`src/rtl/esrp_pkg.sv`:
```
// ----------------------------------------------------------------------------
// esrp_pkg
// Shared types and constants of the shift-register EEPROM programmer.
// ----------------------------------------------------------------------------
`default_nettype none

package esrp_pkg;

  // Field widths of the stream items
  localparam int unsigned ADDRESS_BITS = 13;
  localparam int unsigned DATA_BITS    = 8;
  localparam int unsigned TICK_W       = 16;
  localparam int unsigned ACTION_W     = 2;
  localparam int unsigned CFG_IDX_W    = 2;

  // Default number of program-and-verify attempts
  localparam int unsigned MAX_ATTEMPTS = 3;

  // Bit index covers the longer of the two serial runs
  localparam int unsigned BIT_IDX_W  = (ADDRESS_BITS > DATA_BITS) ?
                                       $clog2(ADDRESS_BITS) : $clog2(DATA_BITS);
  localparam int unsigned DATA_IDX_W = (DATA_BITS > 1) ? $clog2(DATA_BITS) : 1;
  localparam int unsigned PHASE_W    = 4;
  localparam int unsigned ATTEMPT_W  = 2;

  // Stream packing
  localparam int unsigned IN_TDATA_W  = 24;
  localparam int unsigned OUT_TDATA_W = 24;
  localparam int unsigned OUT_USED_W  = 10 + DATA_BITS;

  // Actions
  localparam logic [ACTION_W-1:0] ACT_NONE  = 2'd0;
  localparam logic [ACTION_W-1:0] ACT_WRITE = 2'd1;
  localparam logic [ACTION_W-1:0] ACT_READ  = 2'd2;

  // Configuration register indexes
  localparam logic [CFG_IDX_W-1:0] CFG_CLOCK_HIGH  = 2'd0;
  localparam logic [CFG_IDX_W-1:0] CFG_WRITE_PULSE = 2'd1;
  localparam logic [CFG_IDX_W-1:0] CFG_LOAD_DELAY  = 2'd2;

  localparam logic [TICK_W-1:0] CLOCK_HIGH_RST  = 16'd1;
  localparam logic [TICK_W-1:0] WRITE_PULSE_RST = 16'd10;
  localparam logic [TICK_W-1:0] LOAD_DELAY_RST  = 16'd1;

  // Sequencer phases
  localparam logic [PHASE_W-1:0] PH_IDLE      = 4'd0;
  localparam logic [PHASE_W-1:0] PH_PROG_HIGH = 4'd1;
  localparam logic [PHASE_W-1:0] PH_PROG_LOW  = 4'd2;
  localparam logic [PHASE_W-1:0] PH_WPULSE    = 4'd3;
  localparam logic [PHASE_W-1:0] PH_ADDR_HIGH = 4'd4;
  localparam logic [PHASE_W-1:0] PH_ADDR_LOW  = 4'd5;
  localparam logic [PHASE_W-1:0] PH_LOAD_PRE  = 4'd6;
  localparam logic [PHASE_W-1:0] PH_LOAD_HIGH = 4'd7;
  localparam logic [PHASE_W-1:0] PH_LOAD_LOW  = 4'd8;
  localparam logic [PHASE_W-1:0] PH_LOAD_POST = 4'd9;
  localparam logic [PHASE_W-1:0] PH_SAMP_HIGH = 4'd10;
  localparam logic [PHASE_W-1:0] PH_SAMP_LOW  = 4'd11;

  // Timing registers
  typedef struct packed {
    logic [TICK_W-1:0] clock_high;
    logic [TICK_W-1:0] write_pulse;
    logic [TICK_W-1:0] load_delay;
  } cfg_t;

  // One input item
  typedef struct packed {
    logic [ACTION_W-1:0]     action;
    logic [ADDRESS_BITS-1:0] address;
    logic [DATA_BITS-1:0]    data;
    logic                    serial_in;
  } item_t;

  // One result item
  typedef struct packed {
    logic [DATA_BITS-1:0] rd_byte;
    logic                 success;
    logic                 done;
    logic                 busy;
    logic                 load_pin;
    logic                 write_enable_n;
    logic                 output_enable_n;
    logic                 chip_enable_n;
    logic                 data_out;
    logic                 address_out;
    logic                 clock_pin;
  } result_t;

endpackage

`default_nettype wire

```
`src/rtl/esrp_seq.sv`:
```
// ----------------------------------------------------------------------------
// esrp_seq
// Pin sequencer: state registers and the one-tick next-state logic.
// ----------------------------------------------------------------------------
`default_nettype none

module esrp_seq #(
  parameter int unsigned MaxAttempts = esrp_pkg::MAX_ATTEMPTS
) (
  input  wire                   clk_i,
  input  wire                   rst_ni,
  input  wire                   step_i,
  input  wire esrp_pkg::item_t  item_i,
  input  wire esrp_pkg::cfg_t   cfg_i,
  output esrp_pkg::result_t     result_o
);

  localparam int unsigned AB = esrp_pkg::ADDRESS_BITS;
  localparam int unsigned DB = esrp_pkg::DATA_BITS;
  localparam int unsigned BW = esrp_pkg::BIT_IDX_W;
  localparam int unsigned DW = esrp_pkg::DATA_IDX_W;
  localparam int unsigned TW = esrp_pkg::TICK_W;
  localparam int unsigned AW = esrp_pkg::ATTEMPT_W;

  logic [esrp_pkg::PHASE_W-1:0] phase_q, phase_d;
  logic [BW-1:0]                bit_q, bit_d;
  logic [TW-1:0]                cnt_q, cnt_d;
  logic [AW-1:0]                att_q, att_d;
  logic                         is_wr_q, is_wr_d;
  logic [AB-1:0]                addr_q, addr_d;
  logic [DB-1:0]                dat_q, dat_d;
  logic [DB-1:0]                samp_q, samp_d;
  logic                         clk_pin_q, clk_pin_d;
  logic                         a_pin_q, a_pin_d;
  logic                         d_pin_q, d_pin_d;
  logic                         ce_q, ce_d;
  logic                         oe_q, oe_d;
  logic                         we_q, we_d;
  logic                         ld_q, ld_d;

  // Zero programmed counts behave as one
  logic [TW-1:0] span_ch, span_wp, span_ld;
  assign span_ch = (cfg_i.clock_high  == '0) ? TW'(1) : cfg_i.clock_high;
  assign span_wp = (cfg_i.write_pulse == '0) ? TW'(1) : cfg_i.write_pulse;
  assign span_ld = (cfg_i.load_delay  == '0) ? TW'(1) : cfg_i.load_delay;

  logic          done, succ, match;
  logic [BW-1:0] bit_nx;
  logic [AW-1:0] att_nx;
  logic [TW-1:0] cnt_inc;

  assign bit_nx  = bit_q + BW'(1);
  assign att_nx  = att_q + AW'(1);
  assign cnt_inc = cnt_q + TW'(1);
  assign match   = (samp_q == dat_q);

  // Next state for one tick
  always_comb begin
    phase_d   = phase_q;
    bit_d     = bit_q;
    cnt_d     = cnt_q;
    att_d     = att_q;
    is_wr_d   = is_wr_q;
    addr_d    = addr_q;
    dat_d     = dat_q;
    samp_d    = samp_q;
    clk_pin_d = clk_pin_q;
    a_pin_d   = a_pin_q;
    d_pin_d   = d_pin_q;
    ce_d      = ce_q;
    oe_d      = oe_q;
    we_d      = we_q;
    ld_d      = ld_q;
    done      = 1'b0;
    succ      = 1'b0;

    case (phase_q)
      esrp_pkg::PH_IDLE: begin
        if (item_i.action == esrp_pkg::ACT_WRITE) begin
          is_wr_d   = 1'b1;
          addr_d    = item_i.address;
          dat_d     = item_i.data;
          att_d     = '0;
          bit_d     = '0;
          a_pin_d   = item_i.address[0];
          d_pin_d   = item_i.data[0];
          clk_pin_d = 1'b1;
          cnt_d     = TW'(1);
          phase_d   = esrp_pkg::PH_PROG_HIGH;
        end else if (item_i.action == esrp_pkg::ACT_READ) begin
          is_wr_d   = 1'b0;
          addr_d    = item_i.address;
          bit_d     = '0;
          a_pin_d   = item_i.address[0];
          clk_pin_d = 1'b1;
          cnt_d     = TW'(1);
          phase_d   = esrp_pkg::PH_ADDR_HIGH;
        end
      end
      esrp_pkg::PH_PROG_HIGH, esrp_pkg::PH_ADDR_HIGH, esrp_pkg::PH_SAMP_HIGH: begin
        if (cnt_q >= span_ch) begin
          clk_pin_d = 1'b0;
          phase_d   = phase_q + esrp_pkg::PHASE_W'(1);
        end else begin
          cnt_d = cnt_inc;
        end
      end
      esrp_pkg::PH_PROG_LOW: begin
        if (bit_q < BW'(AB - 1)) begin
          // next address bit, data alongside on the low bits
          bit_d     = bit_nx;
          a_pin_d   = addr_q[bit_nx];
          if (bit_nx < BW'(DB)) begin
            d_pin_d = dat_q[bit_nx[DW-1:0]];
          end
          clk_pin_d = 1'b1;
          cnt_d     = TW'(1);
          phase_d   = esrp_pkg::PH_PROG_HIGH;
        end else begin
          ce_d    = 1'b0;
          we_d    = 1'b0;
          cnt_d   = TW'(1);
          phase_d = esrp_pkg::PH_WPULSE;
        end
      end
      esrp_pkg::PH_WPULSE: begin
        if (cnt_q >= span_wp) begin
          we_d      = 1'b1;
          ce_d      = 1'b1;
          bit_d     = '0;
          a_pin_d   = addr_q[0];
          clk_pin_d = 1'b1;
          cnt_d     = TW'(1);
          phase_d   = esrp_pkg::PH_ADDR_HIGH;
        end else begin
          cnt_d = cnt_inc;
        end
      end
      esrp_pkg::PH_ADDR_LOW: begin
        if (bit_q < BW'(AB - 1)) begin
          bit_d     = bit_nx;
          a_pin_d   = addr_q[bit_nx];
          clk_pin_d = 1'b1;
          cnt_d     = TW'(1);
          phase_d   = esrp_pkg::PH_ADDR_HIGH;
        end else begin
          ld_d    = 1'b1;
          ce_d    = 1'b0;
          oe_d    = 1'b0;
          cnt_d   = TW'(1);
          phase_d = esrp_pkg::PH_LOAD_PRE;
        end
      end
      esrp_pkg::PH_LOAD_PRE: begin
        if (cnt_q >= span_ld) begin
          clk_pin_d = 1'b1;
          cnt_d     = TW'(1);
          phase_d   = esrp_pkg::PH_LOAD_HIGH;
        end else begin
          cnt_d = cnt_inc;
        end
      end
      esrp_pkg::PH_LOAD_HIGH: begin
        if (cnt_q >= span_ch) begin
          clk_pin_d = 1'b0;
          phase_d   = esrp_pkg::PH_LOAD_LOW;
        end else begin
          cnt_d = cnt_inc;
        end
      end
      esrp_pkg::PH_LOAD_LOW: begin
        cnt_d   = TW'(1);
        phase_d = esrp_pkg::PH_LOAD_POST;
      end
      esrp_pkg::PH_LOAD_POST: begin
        if (cnt_q >= span_ld) begin
          // load ends, first sample taken with the first clock
          ld_d      = 1'b0;
          oe_d      = 1'b1;
          ce_d      = 1'b1;
          bit_d     = '0;
          samp_d[0] = item_i.serial_in;
          clk_pin_d = 1'b1;
          cnt_d     = TW'(1);
          phase_d   = esrp_pkg::PH_SAMP_HIGH;
        end else begin
          cnt_d = cnt_inc;
        end
      end
      esrp_pkg::PH_SAMP_LOW: begin
        if (bit_q < BW'(DB - 1)) begin
          bit_d                 = bit_nx;
          samp_d[bit_nx[DW-1:0]] = item_i.serial_in;
          clk_pin_d             = 1'b1;
          cnt_d                 = TW'(1);
          phase_d               = esrp_pkg::PH_SAMP_HIGH;
        end else if (!is_wr_q) begin
          done    = 1'b1;
          succ    = 1'b1;
          phase_d = esrp_pkg::PH_IDLE;
        end else begin
          att_d = att_nx;
          if (match || (att_nx >= AW'(MaxAttempts))) begin
            done    = 1'b1;
            succ    = match;
            phase_d = esrp_pkg::PH_IDLE;
          end else begin
            // retry the whole program-and-verify cycle
            bit_d     = '0;
            a_pin_d   = addr_q[0];
            d_pin_d   = dat_q[0];
            clk_pin_d = 1'b1;
            cnt_d     = TW'(1);
            phase_d   = esrp_pkg::PH_PROG_HIGH;
          end
        end
      end
      default: begin
        phase_d = esrp_pkg::PH_IDLE;
      end
    endcase
  end

  // State advances once per transfer
  always_ff @(posedge clk_i or negedge rst_ni) begin
    if (!rst_ni) begin
      phase_q   <= esrp_pkg::PH_IDLE;
      bit_q     <= '0;
      cnt_q     <= '0;
      att_q     <= '0;
      is_wr_q   <= 1'b0;
      addr_q    <= '0;
      dat_q     <= '0;
      samp_q    <= '0;
      clk_pin_q <= 1'b0;
      a_pin_q   <= 1'b0;
      d_pin_q   <= 1'b0;
      ce_q      <= 1'b1;
      oe_q      <= 1'b1;
      we_q      <= 1'b1;
      ld_q      <= 1'b0;
    end else if (step_i) begin
      phase_q   <= phase_d;
      bit_q     <= bit_d;
      cnt_q     <= cnt_d;
      att_q     <= att_d;
      is_wr_q   <= is_wr_d;
      addr_q    <= addr_d;
      dat_q     <= dat_d;
      samp_q    <= samp_d;
      clk_pin_q <= clk_pin_d;
      a_pin_q   <= a_pin_d;
      d_pin_q   <= d_pin_d;
      ce_q      <= ce_d;
      oe_q      <= oe_d;
      we_q      <= we_d;
      ld_q      <= ld_d;
    end
  end

  // Result as it stands after the tick
  always_comb begin
    result_o.clock_pin       = clk_pin_d;
    result_o.address_out     = a_pin_d;
    result_o.data_out        = d_pin_d;
    result_o.chip_enable_n   = ce_d;
    result_o.output_enable_n = oe_d;
    result_o.write_enable_n  = we_d;
    result_o.load_pin        = ld_d;
    result_o.busy            = (phase_d != esrp_pkg::PH_IDLE);
    result_o.done            = done;
    result_o.success         = succ;
    result_o.rd_byte         = samp_d;
  end

endmodule

`default_nettype wire

```
`src/rtl/esrp_out.sv`:
```
// ----------------------------------------------------------------------------
// esrp_out
// Result register: holds one result until the receiver takes it.
// ----------------------------------------------------------------------------
`default_nettype none

module esrp_out (
  input  wire                     clk_i,
  input  wire                     rst_ni,
  input  wire                     load_i,
  input  wire esrp_pkg::result_t  result_i,
  input  wire                     take_i,
  output logic                    valid_o,
  output esrp_pkg::result_t       result_o
);

  logic              valid_q;
  esrp_pkg::result_t res_q;

  // Valid flag: set on load, cleared once taken
  always_ff @(posedge clk_i or negedge rst_ni) begin
    if (!rst_ni) begin
      valid_q <= 1'b0;
    end else if (load_i) begin
      valid_q <= 1'b1;
    end else if (take_i) begin
      valid_q <= 1'b0;
    end
  end

  // Payload
  always_ff @(posedge clk_i) begin
    if (load_i) begin
      res_q <= result_i;
    end
  end

  assign valid_o  = valid_q;
  assign result_o = res_q;

endmodule

`default_nettype wire

```
`src/rtl/eeprom_shift_register_programmer.sv`:
```
// ----------------------------------------------------------------------------
// eeprom_shift_register_programmer
// Tick-driven pin sequencer that writes and reads an EEPROM through an
// external shift register.
// ----------------------------------------------------------------------------
// Usage:
//   Every transfer on the s_axis side is one tick of the pin sequence. It may
//   start a write or a read (taken only when idle) and carries the sampled
//   serial pin. Every tick gives exactly one transfer on the m_axis side with
//   all pin levels, busy, done, success and the last sampled byte.
//   The result of a tick is shown on m_axis the cycle after it is taken. One
//   tick is taken every cycle while results drain; the single result register
//   sets that figure.
//   When the receiver stalls, the result register holds and s_axis_tready
//   drops until it is taken, so the sequence simply pauses in tick time.
//   The user must write the timing registers over the cfg port only while idle; the block does not enforce it.
//   Reset puts the sequencer idle with enables high, clock, load and serial
//   lines low, and the timing registers at 1, 10 and 1 ticks.
// ----------------------------------------------------------------------------
`default_nettype none

module eeprom_shift_register_programmer #(
  parameter int unsigned MaxAttempts = esrp_pkg::MAX_ATTEMPTS
) (
  input  wire                                  clk_i,
  input  wire                                  rst_ni,
  // action[1:0], address[14:2], data[22:15], serial_in[23]
  input  wire  [esrp_pkg::IN_TDATA_W-1:0]      s_axis_tdata,
  input  wire                                  s_axis_tvalid,
  output logic                                 s_axis_tready,
  // clock_pin[0], address_out[1], data_out[2], chip_enable_n[3],
  // output_enable_n[4], write_enable_n[5], load_pin[6], busy_res[7],
  // done_res[8], success[9], rd_byte[17:10], zero[23:18]
  output logic [esrp_pkg::OUT_TDATA_W-1:0]     m_axis_tdata,
  output logic                                 m_axis_tvalid,
  input  wire                                  m_axis_tready,
  input  wire                                  cfg_we_i,
  input  wire  [esrp_pkg::CFG_IDX_W-1:0]       cfg_index_i,
  input  wire  [esrp_pkg::TICK_W-1:0]          cfg_wdata_i
);

  localparam int unsigned AB = esrp_pkg::ADDRESS_BITS;
  localparam int unsigned DB = esrp_pkg::DATA_BITS;
  localparam int unsigned AW = esrp_pkg::ACTION_W;

  esrp_pkg::cfg_t    cfg_q;
  esrp_pkg::item_t   item;
  esrp_pkg::result_t res_d, res_q;
  logic              accept;

  // Timing registers
  always_ff @(posedge clk_i or negedge rst_ni) begin
    if (!rst_ni) begin
      cfg_q.clock_high  <= esrp_pkg::CLOCK_HIGH_RST;
      cfg_q.write_pulse <= esrp_pkg::WRITE_PULSE_RST;
      cfg_q.load_delay  <= esrp_pkg::LOAD_DELAY_RST;
    end else if (cfg_we_i) begin
      case (cfg_index_i)
        esrp_pkg::CFG_CLOCK_HIGH:  cfg_q.clock_high  <= cfg_wdata_i;
        esrp_pkg::CFG_WRITE_PULSE: cfg_q.write_pulse <= cfg_wdata_i;
        esrp_pkg::CFG_LOAD_DELAY:  cfg_q.load_delay  <= cfg_wdata_i;
        default: ;
      endcase
    end
  end

  // Unpack the input transfer
  assign item.action    = s_axis_tdata[AW-1:0];
  assign item.address   = s_axis_tdata[AW+AB-1:AW];
  assign item.data      = s_axis_tdata[AW+AB+DB-1:AW+AB];
  assign item.serial_in = s_axis_tdata[AW+AB+DB];

  // Take a tick whenever the result register is free or being emptied
  assign s_axis_tready = !m_axis_tvalid || m_axis_tready;
  assign accept        = s_axis_tvalid && s_axis_tready;

  esrp_seq #(
    .MaxAttempts (MaxAttempts)
  ) u_seq (
    .clk_i    (clk_i),
    .rst_ni   (rst_ni),
    .step_i   (accept),
    .item_i   (item),
    .cfg_i    (cfg_q),
    .result_o (res_d)
  );

  esrp_out u_out (
    .clk_i    (clk_i),
    .rst_ni   (rst_ni),
    .load_i   (accept),
    .result_i (res_d),
    .take_i   (m_axis_tready),
    .valid_o  (m_axis_tvalid),
    .result_o (res_q)
  );

  // Pack the result transfer
  assign m_axis_tdata = {(esrp_pkg::OUT_TDATA_W - esrp_pkg::OUT_USED_W)'(0), res_q};

endmodule

`default_nettype wire

```
`config.mk`:
```
export PLATFORM = sky130hd
export DESIGN_NAME = eeprom_shift_register_programmer
export DESIGN_NICKNAME = d
export VERILOG_FILES = /design/src/rtl/esrp_pkg.sv /design/src/rtl/esrp_seq.sv /design/src/rtl/esrp_out.sv /design/src/rtl/eeprom_shift_register_programmer.sv
export SDC_FILE = /design/constraint.sdc
export NUM_CORES = 1
export LEC_CHECK = 0
export BUFFER_PORTS_ARGS = -buffer_cell sky130_fd_sc_hd__buf_2
export CORE_AREA = 2 2 127 129
export CTS_BUF_LIST = sky130_fd_sc_hd__clkbuf_4
export CTS_CLUSTER_SIZE = 30
export DETAILED_ROUTE_END_ITERATION = 7
export DIE_AREA = 0 0 129 131
export PLACE_DENSITY = 0.79
export SYNTH_ARGS = -nofsm -noshare
export SYNTH_HDL_FRONTEND = slang
export SYNTH_SLANG_ARGS = --single-unit
```
`constraint.sdc`:
```
create_clock -name clk_i -period 3.95 [get_ports clk_i]
set_input_delay 0.1975 -clock clk_i [delete_from_list [all_inputs] [get_ports clk_i]]
set_output_delay 0.1975 -clock clk_i [all_outputs]
set_load 0.005 [all_outputs]
```
==> reports/metrics.cfg <==
[run_status]
status = finished clean

[worst_setup_path]
crit_buf_inv = 0
critical_path.top_delay_family = simple AND/OR/NAND/NOR gates
slowest_delay_ps = 640
critPathKind = reg2reg
critPathMaxFanout = 13
crit_chain = nor4_1 -> a41o_1 -> ha_1 -> nand2b_1 -> a2111o_1 -> o2111ai_1 -> a31oi_1 -> or4b_4 -> or3_1 -> a21oi_1
cp.required_ps = 4470
slowest_stage = or4b_4
cp.arrival_ps = 3930
start_kind = flop
cp-end-kind = flop

[logic_synthesis]
ys_seq_area_share_pct = 43.7
syn_avg_cell_area_um2 = 10.1
synth_ff_type = dfrtp_1
synth.most_common_cell = dfrtp_1
async_flop_share_pct = 86.2
netlist_area_um2 = 7680
yosys.area.top_type_share_pct = 34.2
synth_common_cells = dfrtp_1 (105), nand2_1 (72), mux2_2 (71)
synth_edf_count = 18
synth_cell_types = 72
synth_warnings = 0
yosysTopAreaCell = dfrtp_1
syn_inst = 761
synth_area_leaders = dfrtp_1 (34%), mux2_2 (10%), ha_1 (9.5%), edfxtp_1 (7.0%), nand2_1 (3.5%)
ys_ff_latch = 130

[routing]
route.vias.total = 6133
vias_per_cell = 5.62
ant_nets = 0
drc = 0
drt-initial-drc-count = 464
dr.pass1.iters = 6
avgRoutedWirePerCell_um = 16.7
wl_um = 18200

[timing]
timing.final.max_slew_violations = 0
setup-violations-final = 0
final.setup.worst_slack_ps = 538
fin_skew_ps = 29.7
tightest_slew_ps = 1000
rsz0062_at_grt = no
period_minus_slack_ps = 3410
fmax_ghz = 0.293
maxSlewHeadroom_pct = 33.3
fin_tns_setup_ps = 0
finalCritPeriodShare_pct = 86.4
hold_viol = 0

[die]
start_util_pct = 49.2
die_h_um = 131
core_area_um2 = 15600
rows = 46
design.die.area_um2 = 16900
ios = 73
die_x_um = 129

[clock_network]
h-tree-depth = 4
numClockSinks = 130
clkTransAtPathRegs_ps = 130
clk_latency_ps = 580
clockRootBuffer = clkbuf_4
cts_setup_buffers = 0
ctsResizeCount = 0
cts_buffer_depth = 2
cts_buffers = 17
cts_hold_buf = 40
cts_tree = built

[pwr]
p_switching_mw = 2.04
swShare_pct = 40.4
combPwrFrac_pct = 41.1
intPower_mw = 3.01
p_leak_nw = 4.04
p_clk_share_pct = 17.0
ir_drop_mv = 0.413
powerDensity_nw_per_um2 = 571
pwr-share-seq_pct = 41.9

[final_layout]
antennaDiodeCount = 0
final_nets = 968
drive_gt1_share_pct = 22.1
synthToLayoutAreaGrowth_pct = 15.1
final_core_util_pct = 56.7

[global_route]
grt_pass1_wl_um = 30100
grt_max_degree = 79
grt_usage_pct = 22.9
antenna_found_initial = 0
grt-ovfl-total = 0
grt_pass1_vias = 6082

[flow_run]
cap_violations = 0

[placed_design]
place_hpwl_um = 12900
dp_slack_ps = 612
gp_congestion = 0.949
portBuffers = 66

[min_path]
hp-class = in2reg

-- worst paths after layout --
path	cells after the start	startpoint	slack [ps]	endpoint
worst max-delay path	10	cfg_q[33]	540	u_seq.cnt_q[6]
worst min-delay path	3	s_axis_tdata[23]	60	u_seq.samp_q[0]
worst max register to register	10	cfg_q[33]	540	u_seq.cnt_q[6]
worst min register to register	2	u_seq.oe_q	490	u_seq.oe_q
max in group asynchronous	3	rst_ni	2610	u_seq.addr_q[5]
min in group asynchronous	2	rst_ni	310	u_seq.phase_q[1]
-- worst min-delay path: cells and delay by family --
| family | cells | cell delay [ps] |
|---|---|---|
| buffers and inverters | 1 | 150 |
| AO/OA/AOI/OAI | 2 | 240 |
-- kinds of logic (layout without fill, tap and decap cells) --
kind of cell    after synthesis  count (layout)  share of synthesized area [%]
simple gates                235             235                           15.3
compound gates              137             137                           11.5
flops                       130             130                           43.7
buf+inv                      99             209                           5.44
mux                          80              80                           12.2
fa+ha+maj                    58              58                           9.45
xor+xnor                     21              21                           2.40
other cells                   1               6                         0.0488
-- cell type report --
type / instances / area [um^2]
Timing Repair Buffer: 113 / 786
Clock buffer: 19 / 143
Sequential cell: 130 / 3350
Fill cell: 1302 / 6760
Multi-Input combinational cell: 537 / 3930
Clock inverter: 13 / 114
Inverter: 64 / 240
Tap cell: 216 / 270
-- state kept, by name (all words and copies together), names as in the netlist, 2 cells and up --
name and count:
u_out.result_o 18, cfg_q 48, u_seq.phase_q 4, u_seq.addr_q 13, u_seq.att_q 2, u_seq.samp_q 8, u_seq.cnt_q 16, u_seq.bit_q 4
u_seq.dat_q 8
-- cell usage in the layout (no fill, tap or decap), drive strengths merged, types with 7 or more instances in the layout --
master	n
dfrtp	105
buf	73
nand2	72
mux2	71
inv	66
ha	58
nor2	52
o21ai	50
dlygate4sd3	40
a21oi	25
nor4	22
nor3	20
clkbuf	19
xnor2	18
edfxtp	18
nand3	17
a211oi	9
nand4	8
nand2b	8
o211ai	7
dfstp	7
clkinv	7
-- per-layer routing --
metal  vias to the layer above  share of wire, %  track usage, %
met1                      2920                43            28.8
li1                       2950                 -               -
met2                       220                49            38.7
met4                         0               2.8            9.40
met5                         -                 0               0
met3                        43               5.2            5.01
-- per-stage QoR --
stage	hold WS (ps)	area, um^2	std cells	power, mW
2_1_floorplan	-98.1	7700	766	3.57
3_5_place_dp	409	8180	1020	4.14
6_report	55.1	8840	1092	5.05
4_1_cts	20.7	8840	1092	5.03
3_3_place_gp	412	8180	1020	4.08
5_1_grt	28.4	8840	1092	5.40
-- power groups by stage --
stage	clock (mW)	combinational [mW]	sequential (mW)
after global routing	0.932	2.30	2.16
after floorplan	0	1.61	1.96
after CTS	0.878	2.05	2.10
final	0.859	2.07	2.12
after global placement	0	1.96	2.12
after detailed placement	0	2.01	2.13
Note: power is estimated with default switching activity, not from simulation.
